[src/hdl/lzt_pkg.sv]
// shared types, constants and the root table of the lms z-score table interpolator
package lzt_pkg;

  localparam int QUEUE_DEPTH = 2;
  localparam int QPW = $clog2(QUEUE_DEPTH);
  localparam int QCW = $clog2(QUEUE_DEPTH + 1);

  localparam logic [2:0] ST_OK    = 3'd0;
  localparam logic [2:0] ST_BELOW = 3'd1;
  localparam logic [2:0] ST_ABOVE = 3'd2;
  localparam logic [2:0] ST_LZERO = 3'd3;
  localparam logic [2:0] ST_SAT   = 3'd4;

  localparam logic signed [23:0] Z_MAX = 24'sh7FFFFF;
  localparam logic signed [23:0] Z_MIN = 24'sh800000;

  typedef struct packed {
    logic               func;
    logic [7:0]         row_index;
    logic [15:0]        ref_age;
    logic signed [15:0] ref_l;
    logic [23:0]        ref_m;
    logic [15:0]        ref_s;
    logic [23:0]        measurement;
    logic [15:0]        subject_age;
  } item_t;

  typedef struct packed {
    logic  valid;
    logic  is_load;
    item_t item;
  } q_side_t;

  typedef enum logic [4:0] {
    S_IDLE, S_LOAD, S_FIRST, S_LAST, S_SCAN, S_RDA, S_RDB, S_RDC,
    S_IMUL, S_IDIV, S_IWAIT, S_ISTORE, S_CHKL, S_LINIT, S_LITER,
    S_EMUL, S_ECHK, S_EXP, S_PSH, S_FPREP, S_FDIV, S_FWAIT, S_OUT
  } state_t;

  // 2^(2^-k) in q1.30, entry 0 unused
  typedef logic [24:0][30:0] root_tab_t;

  function automatic logic [63:0] isqrt64(input logic [63:0] n_in);
    logic [63:0] n;
    logic [63:0] res;
    logic [63:0] bit_v;
    n = n_in;
    res = '0;
    bit_v = 64'h4000_0000_0000_0000;
    for (int i = 0; i < 32; i++) begin
      if (n >= res + bit_v) begin
        n = n - (res + bit_v);
        res = (res >> 1) + bit_v;
      end else begin
        res = res >> 1;
      end
      bit_v = bit_v >> 2;
    end
    return res;
  endfunction

  function automatic root_tab_t build_roots();
    root_tab_t   r;
    logic [63:0] v;
    r = '0;
    v = isqrt64(64'd1 << 61);
    r[1] = v[30:0];
    for (int k = 2; k <= 24; k++) begin
      v = isqrt64({v[33:0], 30'b0});
      r[k] = v[30:0];
    end
    return r;
  endfunction

  localparam root_tab_t ROOT_TAB = build_roots();

endpackage

[src/hdl/lzt_if.sv]
// valid/ready channel interfaces for input items and results
interface lzt_in_if;
  logic               valid;
  logic               ready;
  logic               func;
  logic [7:0]         row_index;
  logic [15:0]        ref_age;
  logic signed [15:0] ref_l;
  logic [23:0]        ref_m;
  logic [15:0]        ref_s;
  logic [23:0]        measurement;
  logic [15:0]        subject_age;

  modport source(output valid, func, row_index, ref_age, ref_l, ref_m, ref_s,
                 measurement, subject_age, input ready);
  modport sink(input valid, func, row_index, ref_age, ref_l, ref_m, ref_s,
               measurement, subject_age, output ready);
endinterface


[src/hdl/lzt_front.sv]
// front end: accepts transactions, tags loads and queues them for the back end
module lzt_front (
  input  logic             clk,
  input  logic             rst_n,
  lzt_in_if.sink           in_ch,
  input  logic             pop,
  output lzt_pkg::q_side_t q
);
  import lzt_pkg::*;

  item_t          q_mem [QUEUE_DEPTH];
  logic [QPW-1:0] wr_ptr_r, wr_ptr_nxt;
  logic [QPW-1:0] rd_ptr_r, rd_ptr_nxt;
  logic [QCW-1:0] count_r, count_nxt;
  logic           push;
  logic           take;
  item_t          in_item;

  always_comb begin
    in_item.func        = in_ch.func;
    in_item.row_index   = in_ch.row_index;
    in_item.ref_age     = in_ch.ref_age;
    in_item.ref_l       = in_ch.ref_l;
    in_item.ref_m       = in_ch.ref_m;
    in_item.ref_s       = in_ch.ref_s;
    in_item.measurement = in_ch.measurement;
    in_item.subject_age = in_ch.subject_age;
  end

  assign in_ch.ready = (count_r != QCW'(QUEUE_DEPTH));
  assign push        = in_ch.valid && in_ch.ready;
  assign take        = pop && (count_r != '0);

  always_comb begin
    wr_ptr_nxt = push ? QPW'(wr_ptr_r + 1'b1) : wr_ptr_r;
    rd_ptr_nxt = take ? QPW'(rd_ptr_r + 1'b1) : rd_ptr_r;
    count_nxt  = QCW'(count_r + QCW'(push) - QCW'(take));
  end

  always_ff @(posedge clk) begin
    if (!rst_n) begin
      wr_ptr_r <= '0;
      rd_ptr_r <= '0;
      count_r  <= '0;
    end else begin
      wr_ptr_r <= wr_ptr_nxt;
      rd_ptr_r <= rd_ptr_nxt;
      count_r  <= count_nxt;
    end
  end

  always_ff @(posedge clk) begin
    if (push) begin
      q_mem[wr_ptr_r] <= in_item;
    end
  end

  always_comb begin
    q.valid   = (count_r != '0);
    q.item    = q_mem[rd_ptr_r];
    q.is_load = !q_mem[rd_ptr_r].func;
  end

endmodule

[src/flat_wrapper.sv]
// flat-port wrapper written by rule: the top's interface ports become plain ports
module lzt_front_flat import lzt_pkg::*;
  (clk, rst_n, pop, q, in_ch_valid, in_ch_func, in_ch_row_index, in_ch_ref_age, in_ch_ref_l, in_ch_ref_m, in_ch_ref_s, in_ch_measurement, in_ch_subject_age, in_ch_ready);
  lzt_in_if in_ch_i ();
  input  logic clk;
  input  logic rst_n;
  input  logic pop;
  output lzt_pkg::q_side_t q;
  input wire logic [$bits(in_ch_i.valid)-1:0] in_ch_valid;
  input wire logic [$bits(in_ch_i.func)-1:0] in_ch_func;
  input wire logic [$bits(in_ch_i.row_index)-1:0] in_ch_row_index;
  input wire logic [$bits(in_ch_i.ref_age)-1:0] in_ch_ref_age;
  input wire logic [$bits(in_ch_i.ref_l)-1:0] in_ch_ref_l;
  input wire logic [$bits(in_ch_i.ref_m)-1:0] in_ch_ref_m;
  input wire logic [$bits(in_ch_i.ref_s)-1:0] in_ch_ref_s;
  input wire logic [$bits(in_ch_i.measurement)-1:0] in_ch_measurement;
  input wire logic [$bits(in_ch_i.subject_age)-1:0] in_ch_subject_age;
  output wire logic [$bits(in_ch_i.ready)-1:0] in_ch_ready;
  assign in_ch_i.valid = in_ch_valid;
  assign in_ch_i.func = in_ch_func;
  assign in_ch_i.row_index = in_ch_row_index;
  assign in_ch_i.ref_age = in_ch_ref_age;
  assign in_ch_i.ref_l = in_ch_ref_l;
  assign in_ch_i.ref_m = in_ch_ref_m;
  assign in_ch_i.ref_s = in_ch_ref_s;
  assign in_ch_i.measurement = in_ch_measurement;
  assign in_ch_i.subject_age = in_ch_subject_age;
  assign in_ch_ready = in_ch_i.ready;
  lzt_front u_core (.clk(clk), .rst_n(rst_n), .in_ch(in_ch_i), .pop(pop), .q(q));
endmodule
[config.mk]
export PLATFORM = sky130hd
export DESIGN_NAME = lzt_front_flat
export DESIGN_NICKNAME = d
export VERILOG_FILES = /design/src/hdl/lzt_pkg.sv /design/src/hdl/lzt_if.sv /design/src/hdl/lzt_front.sv /design/src/flat_wrapper.sv
export SDC_FILE = /design/constraint.sdc
export NUM_CORES = 1
export LEC_CHECK = 0
export BUFFER_PORTS_ARGS = -buffer_cell sky130_fd_sc_hd__buf_2
export CAP_MARGIN = 0
export CORE_ASPECT_RATIO = 1.5
export CORE_UTILIZATION = 56
export CTS_BUF_LIST = sky130_fd_sc_hd__clkbuf_16
export CTS_CLUSTER_SIZE = 10
export DETAILED_ROUTE_END_ITERATION = 7
export PLACE_DENSITY = 0.82
export SLEW_MARGIN = 20
export SYNTH_ARGS = -nofsm -noshare
export SYNTH_HDL_FRONTEND = slang
export SYNTH_SLANG_ARGS = --single-unit
[constraint.sdc]
create_clock -name clk -period 13 [get_ports clk]
set_input_delay 1.95 -clock clk [delete_from_list [all_inputs] [get_ports clk]]
set_output_delay 1.95 -clock clk [all_outputs]
set_load 0.02 [all_outputs]
=== Yosys cells after proc, flatten, opt, wreduce, memory -nomap -nowiden ===
Memory sizes are Yosys's and may differ from the RTL's. A register that Yosys moved wholly into a read port is not among the register bits.
Index checks and enable logic that the tools add are counted.

* Word-level logic and storage cells: 17
* Register bits: 4
* Memory bits (writable): 242
* Memories kept: 1
* Output and inout port bits: 124

{| class="wikitable"
|+ Memory list
! memory !! words !! width !! rd ports !! clocked after memory_dff !! write ports !! line !! source
|-
| u_core.q_mem || 2 || 121 || 1 || 1 || 1 || lzt_front.sv:11 || <nowiki>item_t q_mem [QUEUE_DEPTH];</nowiki>
|}

* Reductions and logical operators: 4
* Eq/ne operators: 1
* $add $sub $neg: 4
* Multiplexer cells: 4

{| class="wikitable"
|+ Operator list
! kind !! number
|-
| two-way mux 1 bit || 4
|-
| adder 1 bit, second input constant || 2
|-
| adder 2 x 1 -> 2 bit || 1
|-
| logical AND 1 bit || 2
|-
| inequality test 2 bit, second input constant || 1
|-
| nonzero test 2 bit || 1
|-
| subtractor 2 x 1 -> 2 bit || 1
|-
| zero test 1 bit || 1
|}

=== Longest topological paths before layout ===
Gate-level depths: netlist (run 1).

* Depth after elaboration: 4
* Depth in mapped cells: 7
* Mapped depth without buffers: 7

=== Least setup slack after synthesis (run 1) ===
Ideal clock, no wire load.

* Path type: input -> register
* Start point: in in_ch_valid
* End point: mem u_core.q_mem[0][0] (netlist name), enable pin
* Arrival: 7.440 ns
* Path slack: 4.943 ns
* Library setup time: 0.617 ns
* Stages on the path: 2
* Data required time: 12.383 ns
* Cells stage by stage: and2_1 -> nor2b_1

* Cells in the longest elaborated chain, start to end: 3

{| class="wikitable"
|+ Ends and longest elaborated chain
! element !! line !! source
|-
| start, declared || flat_wrapper.sv:9 || <nowiki>input wire logic [$bits(in_ch_i.valid)-1:0] in_ch_valid;</nowiki>
|-
| logical AND 1 bit || lzt_front.sv:31 || <nowiki>assign push = in_ch.valid && in_ch.ready;</nowiki>
|-
| two-way mux 1 bit || lzt_front.sv:53 || <nowiki>if (push) begin</nowiki>
|-
| two-way mux 1 bit (not written as such) || lzt_front.sv:54 || <nowiki>q_mem[wr_ptr_r] <= in_item;</nowiki>
|-
| end, declared || lzt_front.sv:11 ||
|}

Every way passes these cells.

==> results.yml, run 1 <==
timing:
  fin_crit_sh_pct: 36.1
  layout_min_cycle_time_ns: 4.69
  rsz0062_at_grt: "no"
  hold_viol_final: 0
  skew_ns: 0.00806
  relSlewSlack_pct: 38.9
  worst_slew_pin_slew_ns: 0.917
  finalSetupViolations: 0
  maxSlewViolCount: 0
  max_freq_mhz: 213
  tns_ns: 0
place:
  place_congestion: 0.729
  dpl-instance-area_mm2: 0.0104
  port_buffers: 248
  dp.cells: 844
  hpwlAfterDp_um: 11100
clocking:
  ctsHoldBuffers: 0
  postCtsSetupRepairBufs: 0
  clk_latency_ns: 0.51
  cts-root-buf: "clkbuf_16"
  path_clk_slew_ns: 0.05
  cts-htree-levels: 1
  cts_tree: "yes"
  cts_buffers: 28
  ctsLongestPathBuffers: 3
  cts-resized-gates: 0
  clock-sinks: 247
worst_setup_path:
  cp-end-kind: "primary output"
  crit_buf_inv: 2
  slowest_delay_ns: 0.85
  startpoint_type: "flop"
  worstSetupPathType: "reg2out"
  crit_arrival_ns: 2.74
  crit_required_ns: 11.05
  path_cells: "buf_4, mux2_2, buf_2"
  cp_max_fo: 61
  crit_family: "buffers and inverters"
  cp_slowest_cell: "dfxtp_4"
floorplan:
  die_w_um: 105
  rows: 56
  ios: 249
  die_h_um: 157
  start_util_pct: 57.3
  core-area_mm2: 0.0157
  die-area_mm2: 0.0166
global_route:
  grt_pass1_wl_um: 24800
  grt_pass1_vias: 5068
  gr-usage-all-layers_pct: 19.7
  grt_max_degree: 70
  grt_overflow: 0
  antenna_found_initial: 3
drt:
  routed_via_density: 5.18
  avgRoutedWirePerCell_um: 18.6
  dr.pass1.iters: 4
  first_iter_violations: 247
  route.detailed.drc: 0
  antenna_left: 0
  wl_um: 16700
  num_vias: 4655
synth:
  synth_area_mm2: 0.00900
  synth_top_area_share_pct: 80.8
  synth_fa_ha_area_share_pct: 0.278
  synth_xor_area_share_pct: 0.292
  synthMuxAreaShare_pct: 15.1
  synth_fp_nets: 529
  ys_seq_area_share_pct: 81.9
  yosys_warnings: 0
  synth_top_family_by_area: "multiplexers"
  synth_compound_area_share_pct: 0.139
  synthCells: 402
  ys_ff_latch: 247
  synthSimpleGateAreaFrac_pct: 0.765
  synth_area_leaders: "edfxtp_1, mux2_2, buf_6"
  synthDistinctLibCells: 19
  synth_top_cell_by_area: "edfxtp_1"
  avgSynthCellArea_um2: 22.4
finish:
  syn_to_final_growth_pct: 24.9
  utilization_pct: 71.6
  final-instance-count-excl-fill: 899
  nets: 798
  drive_above_1_share_pct: 58.6
  design_area_mm2: 0.0112
  filler_cell_count: 997
power_and_ir_drop:
  power.internal_w: 0.00166
  p_sw_w: 0.000699
  p_seq_share_pct: 45.2
  power_w: 0.00236
  sw_frac_of_total_pct: 29.6
  pwr-share-comb_pct: 26.4
  max-vdd-ir-drop_uv: 145
  power_frac_clock_pct: 28.4
  power_density_mw_per_mm2: 210
  power_leakage_nw: 4.29
job:
  max-cap-violations: 0
min_path:
  min_path_type: "reg2reg"
run_status:
  outcome: "finished clean"
[layer usage]
metal / share of wire [%] / GRT usage (%) / vias to the layer above
li1: - / - / 2137
met1: 34 / 20.0 / 2273
met2: 56 / 37.3 / 188
met3: 6.1 / 4.06 / 57
met4: 4.6 / 10.7 / 0
met5: 0 / 0 / -
[kinds of logic (layout without fill, tap and decap cells)]
group	Yosys count	in the layout
DFF	247	247
muxes	121	121
buffers and inverters	16	307
and+or+nand+nor	11	11
xor gates and xnor gates	3	3
adders and majority gates	2	2
AOI/OAI and AO/OA	2	2
other	0	3
[tightest hold or removal path: stages, from the launching register on]
cell and delay (ns):
dfxtp_1 0.32, xnor2_1 0.09, nor2b_1 0.10
[power groups by stage]
stage               sequential [W]  combinational [W]  clock [W]
floorplan                  0.00106           0.000470          0
global placement           0.00108           0.000617          0
detailed placement         0.00109           0.000628          0
CTS                        0.00107           0.000632   0.000686
global route               0.00108           0.000662   0.000713
finish                     0.00107           0.000624   0.000671
[synth_stat cells, drive strengths merged]
master,count
edfxtp,242
mux2,120
buf,13
dfxtp,5
and2,3
inv,3
nor2b,3
xnor2,3
ha,2
and3,1
mux2i,1
nand2,1
nand2b,1
nand4b,1
o21a,1
o21ai,1
or2,1
[path summary, 6_finish.rpt]
kind                     startpoint            endpoint  slack (ns)  cells after the start
setup reg to reg  u_core.count_r[0]  u_core.q_mem[0][2]       10.28                      5
setup / recovery               flop               q[60]        8.31                      3
hold reg to reg     u_core.rd_ptr_r                flop        0.55                      2
hold / removal      u_core.rd_ptr_r                flop        0.55                      2
[flip-flops by register name (all words and copies together), names as in the netlist, named ones only]
signal,count
u_core.count_r,2
u_core.q_mem,242
u_core.wr_ptr_r,1
u_core.rd_ptr_r,1
[cell type report]
cell class              instances  area, um^2  area share [%]
diodes                          3        7.51          0.0668
flip-flops and latches        247        7370            65.6
clock inverters                23        87.6           0.780
well taps                     203         254            2.26
inverters                       3        11.3           0.100
repair buffers                252        1270            11.3
multi-input cells             139        1510            13.4
clock buffers                  29         726            6.46
[through the flow]
stage | setup slack [ns] | hold slack, ns
floorplan | 4.94 | 0.453
global placement | 8.81 | 0.502
detailed placement | 8.76 | 0.544
CTS | 8.24 | 0.541
global route | 8.11 | 0.585
finish | 8.31 | 0.546
[layout by cell type, fill, tap and decap left out]
cell,Yosys,layout
diode_2,0,3
o21a_1,1,1
mux2i_1,1,1
and3_4,0,1
o21ai_0,1,1
edfxtp_1,242,242
nor2b_1,3,2
buf_2,3,248
or2_2,1,1
and2_1,3,3
mux2_2,120,120
clkbuf_16,0,29
dfxtp_4,0,1
dfxtp_1,5,4
buf_4,1,4
nand2_1,1,1
nand2b_1,1,1
xnor2_1,3,3
nor2b_4,0,1
clkinv_2,0,1
nand4b_1,1,1
inv_1,3,25
ha_1,2,2
(Power assumes the default switching activity.)
==> run 2: changes to the inputs <==
--- a/config.mk
+++ b/config.mk
@@ -8,11 +8,11 @@
 export BUFFER_PORTS_ARGS = -buffer_cell sky130_fd_sc_hd__buf_2
 export CAP_MARGIN = 0
 export CORE_ASPECT_RATIO = 1.5
-export CORE_UTILIZATION = 56
+export CORE_UTILIZATION = 52
 export CTS_BUF_LIST = sky130_fd_sc_hd__clkbuf_16
 export CTS_CLUSTER_SIZE = 10
 export DETAILED_ROUTE_END_ITERATION = 7
-export PLACE_DENSITY = 0.82
+export PLACE_DENSITY = 0.76
 export SLEW_MARGIN = 20
 export SYNTH_ARGS = -nofsm -noshare
 export SYNTH_HDL_FRONTEND = slang
==> constraint.sdc (replaced) <==
create_clock -name clk -period 4.9 [get_ports clk]
set_input_delay 0.735 -clock clk [delete_from_list [all_inputs] [get_ports clk]]
set_output_delay 0.735 -clock clk [all_outputs]
set_load 0.02 [all_outputs]
==> run 2 against run 1 <==
Against the previous run:
- hold slack lost 0.13 ns
- sequential cell count is the same
- critical path type unchanged
- global-route usage shrank 1.1 points
- combinational power grew to 2.6 times the previous value
==> results.yml, run 2 (synthesis gave the netlist of run 1 again) <==
run_status:
  outcome: "finished clean"
finish:
  drive_above_1_share_pct: 59.7
  filler_cell_count: 1190
  largest_register: "u_core.q_mem"
  nets: 799
  top_regs: "u_core.q_mem x242, u_core.count_r x2"
  final_common_cell: "buf_2"
  mostFrequentLayoutCells: "buf_2, edfxtp_1, mux2_2, clkbuf_16, inv_1"
  largest_reg_flops: 242
  syn_to_final_growth_pct: 24.7
power_and_ir_drop:
  power_w: 0.00625
  power_leakage_nw: 4.23
  max-vdd-ir-drop_uv: 575
  power_density_mw_per_mm2: 557
timing:
  rsz0062_at_grt: "no"
  fin_crit_sh_pct: 66.5
  maxSlewViolCount: 0
  fin_ws_ns: 1.64
  relSlewSlack_pct: 36.8
  worst_slew_pin_slew_ns: 0.948
  layout_min_cycle_time_ns: 3.26
  hold_viol_final: 0
  max_freq_mhz: 307
  tns_ns: 0
  finalSetupViolations: 0
  skew_ns: 0.00590
floorplan:
  rows: 58
  core-area_mm2: 0.0168
  ios: 249
  die_w_um: 109
  die-area_mm2: 0.0178
  die_h_um: 163
  start_util_pct: 53.4
global_route:
  antenna_found_initial: 2
  grt_pass1_wl_um: 24700
  grt_pass1_vias: 5018
  grt_max_degree: 122
  gr-usage-all-layers_pct: 18.6
  grt_overflow: 0
clocking:
  ctsHoldBuffers: 0
  postCtsSetupRepairBufs: 0
  cts-root-buf: "clkbuf_16"
  cts-resized-gates: 0
  cts_tree: "yes"
  path_clk_slew_ns: 0.05
  cts-htree-levels: 1
  cts_buffers: 28
  clock-sinks: 247
  clk_latency_ns: 0.51
  ctsLongestPathBuffers: 3
worst_setup_path:
  worstSetupPathType: "reg2out"
  rrSetupSlack_ns: 2.65
  crit_required_ns: 4.16
  cp-end-kind: "primary output"
  startpoint_type: "flop"
  cp_max_fo: 70
  slowest_delay_ns: 0.92
  cp_slowest_cell: "dfxtp_4"
  crit_arrival_ns: 2.53
  path_cells: "buf_4, mux2_2, buf_2"
drt:
  dr.pass1.iters: 4
  wl_um: 16900
  wl_met1_um: 5830
  wl_met3_um: 1270
  antenna_left: 0
  first_iter_violations: 188
  num_vias: 4614
  routed_via_density: 5.16
  route.detailed.drc: 0
  top_layer: "met4"
  wl_met2_um: 9180
  avgRoutedWirePerCell_um: 18.9
place:
  port_buffers: 248
  hpwlAfterDp_um: 11100
  place_congestion: 0.770
  dp_slack_ns: 2.11
min_path:
  min_path_type: "in2reg"
job:
  max-cap-violations: 0
[run 2: routing by layer]
| layer | vias up | GRT usage (%) |
|---|---|---|
| met1 | 2241 | 19.9 |
| met3 | 47 | 4.71 |
| met2 | 189 | 33.5 |
| li1 | 2137 | - |
| met5 | - | 0 |
| met4 | 0 | 9.09 |
[run 2: report_power, final]
part	switching (W)	internal (W)	leakage [nW]
clock network	0.000708	0.00104	0.415
logic	0.000972	0.000682	1.52
registers	0.000157	0.00269	2.30
[run 2: worst max-delay path, delay by kind of cell, from the launching register on]
kind / cells / cell delay [ns]
DFF: 1 / 0.92
buffers and inverters: 2 / 0.63
muxes: 1 / 0.39
[run 2: per-stage QoR]
| step | utilization, % | hold slack (ns) | instances | cell area, um^2 |
|---|---|---|---|---|
| floorplan | - | 0.464 | 402 | 9000 |
| global placement | 62.0 | 0.506 | 852 | 10400 |
| detailed placement | 62.0 | 0.554 | 852 | 10400 |
| CTS | 66.6 | 0.391 | 892 | 11200 |
| global route | 66.6 | 0.389 | 893 | 11200 |
| finish | 66.6 | 0.412 | 894 | 11200 |
[run 2: worst paths after layout]
path	from	end	cells past startpoint
setup / recovery	flop	q[87]	3
hold / removal	in_ch_ref_m[11]	u_core.q_mem[1][67]	1
setup reg to reg	u_core.count_r[0]	u_core.q_mem[1][71]	3
hold reg to reg	u_core.wr_ptr_r	u_core.wr_ptr_r	2
[run 2: cell type report]
| type | count | area (um^2) | share of cell area, % |
|---|---|---|---|
| antenna | 2 | 5.00 | 0.0446 |
| clock buffer | 29 | 726 | 6.47 |
| clock inverter | 11 | 42.5 | 0.379 |
| inverter | 3 | 11.3 | 0.100 |
| multi-input combinational | 139 | 1510 | 13.4 |
| sequential | 247 | 7370 | 65.7 |
| tap | 210 | 263 | 2.34 |
| timing repair buffer | 253 | 1290 | 11.5 |
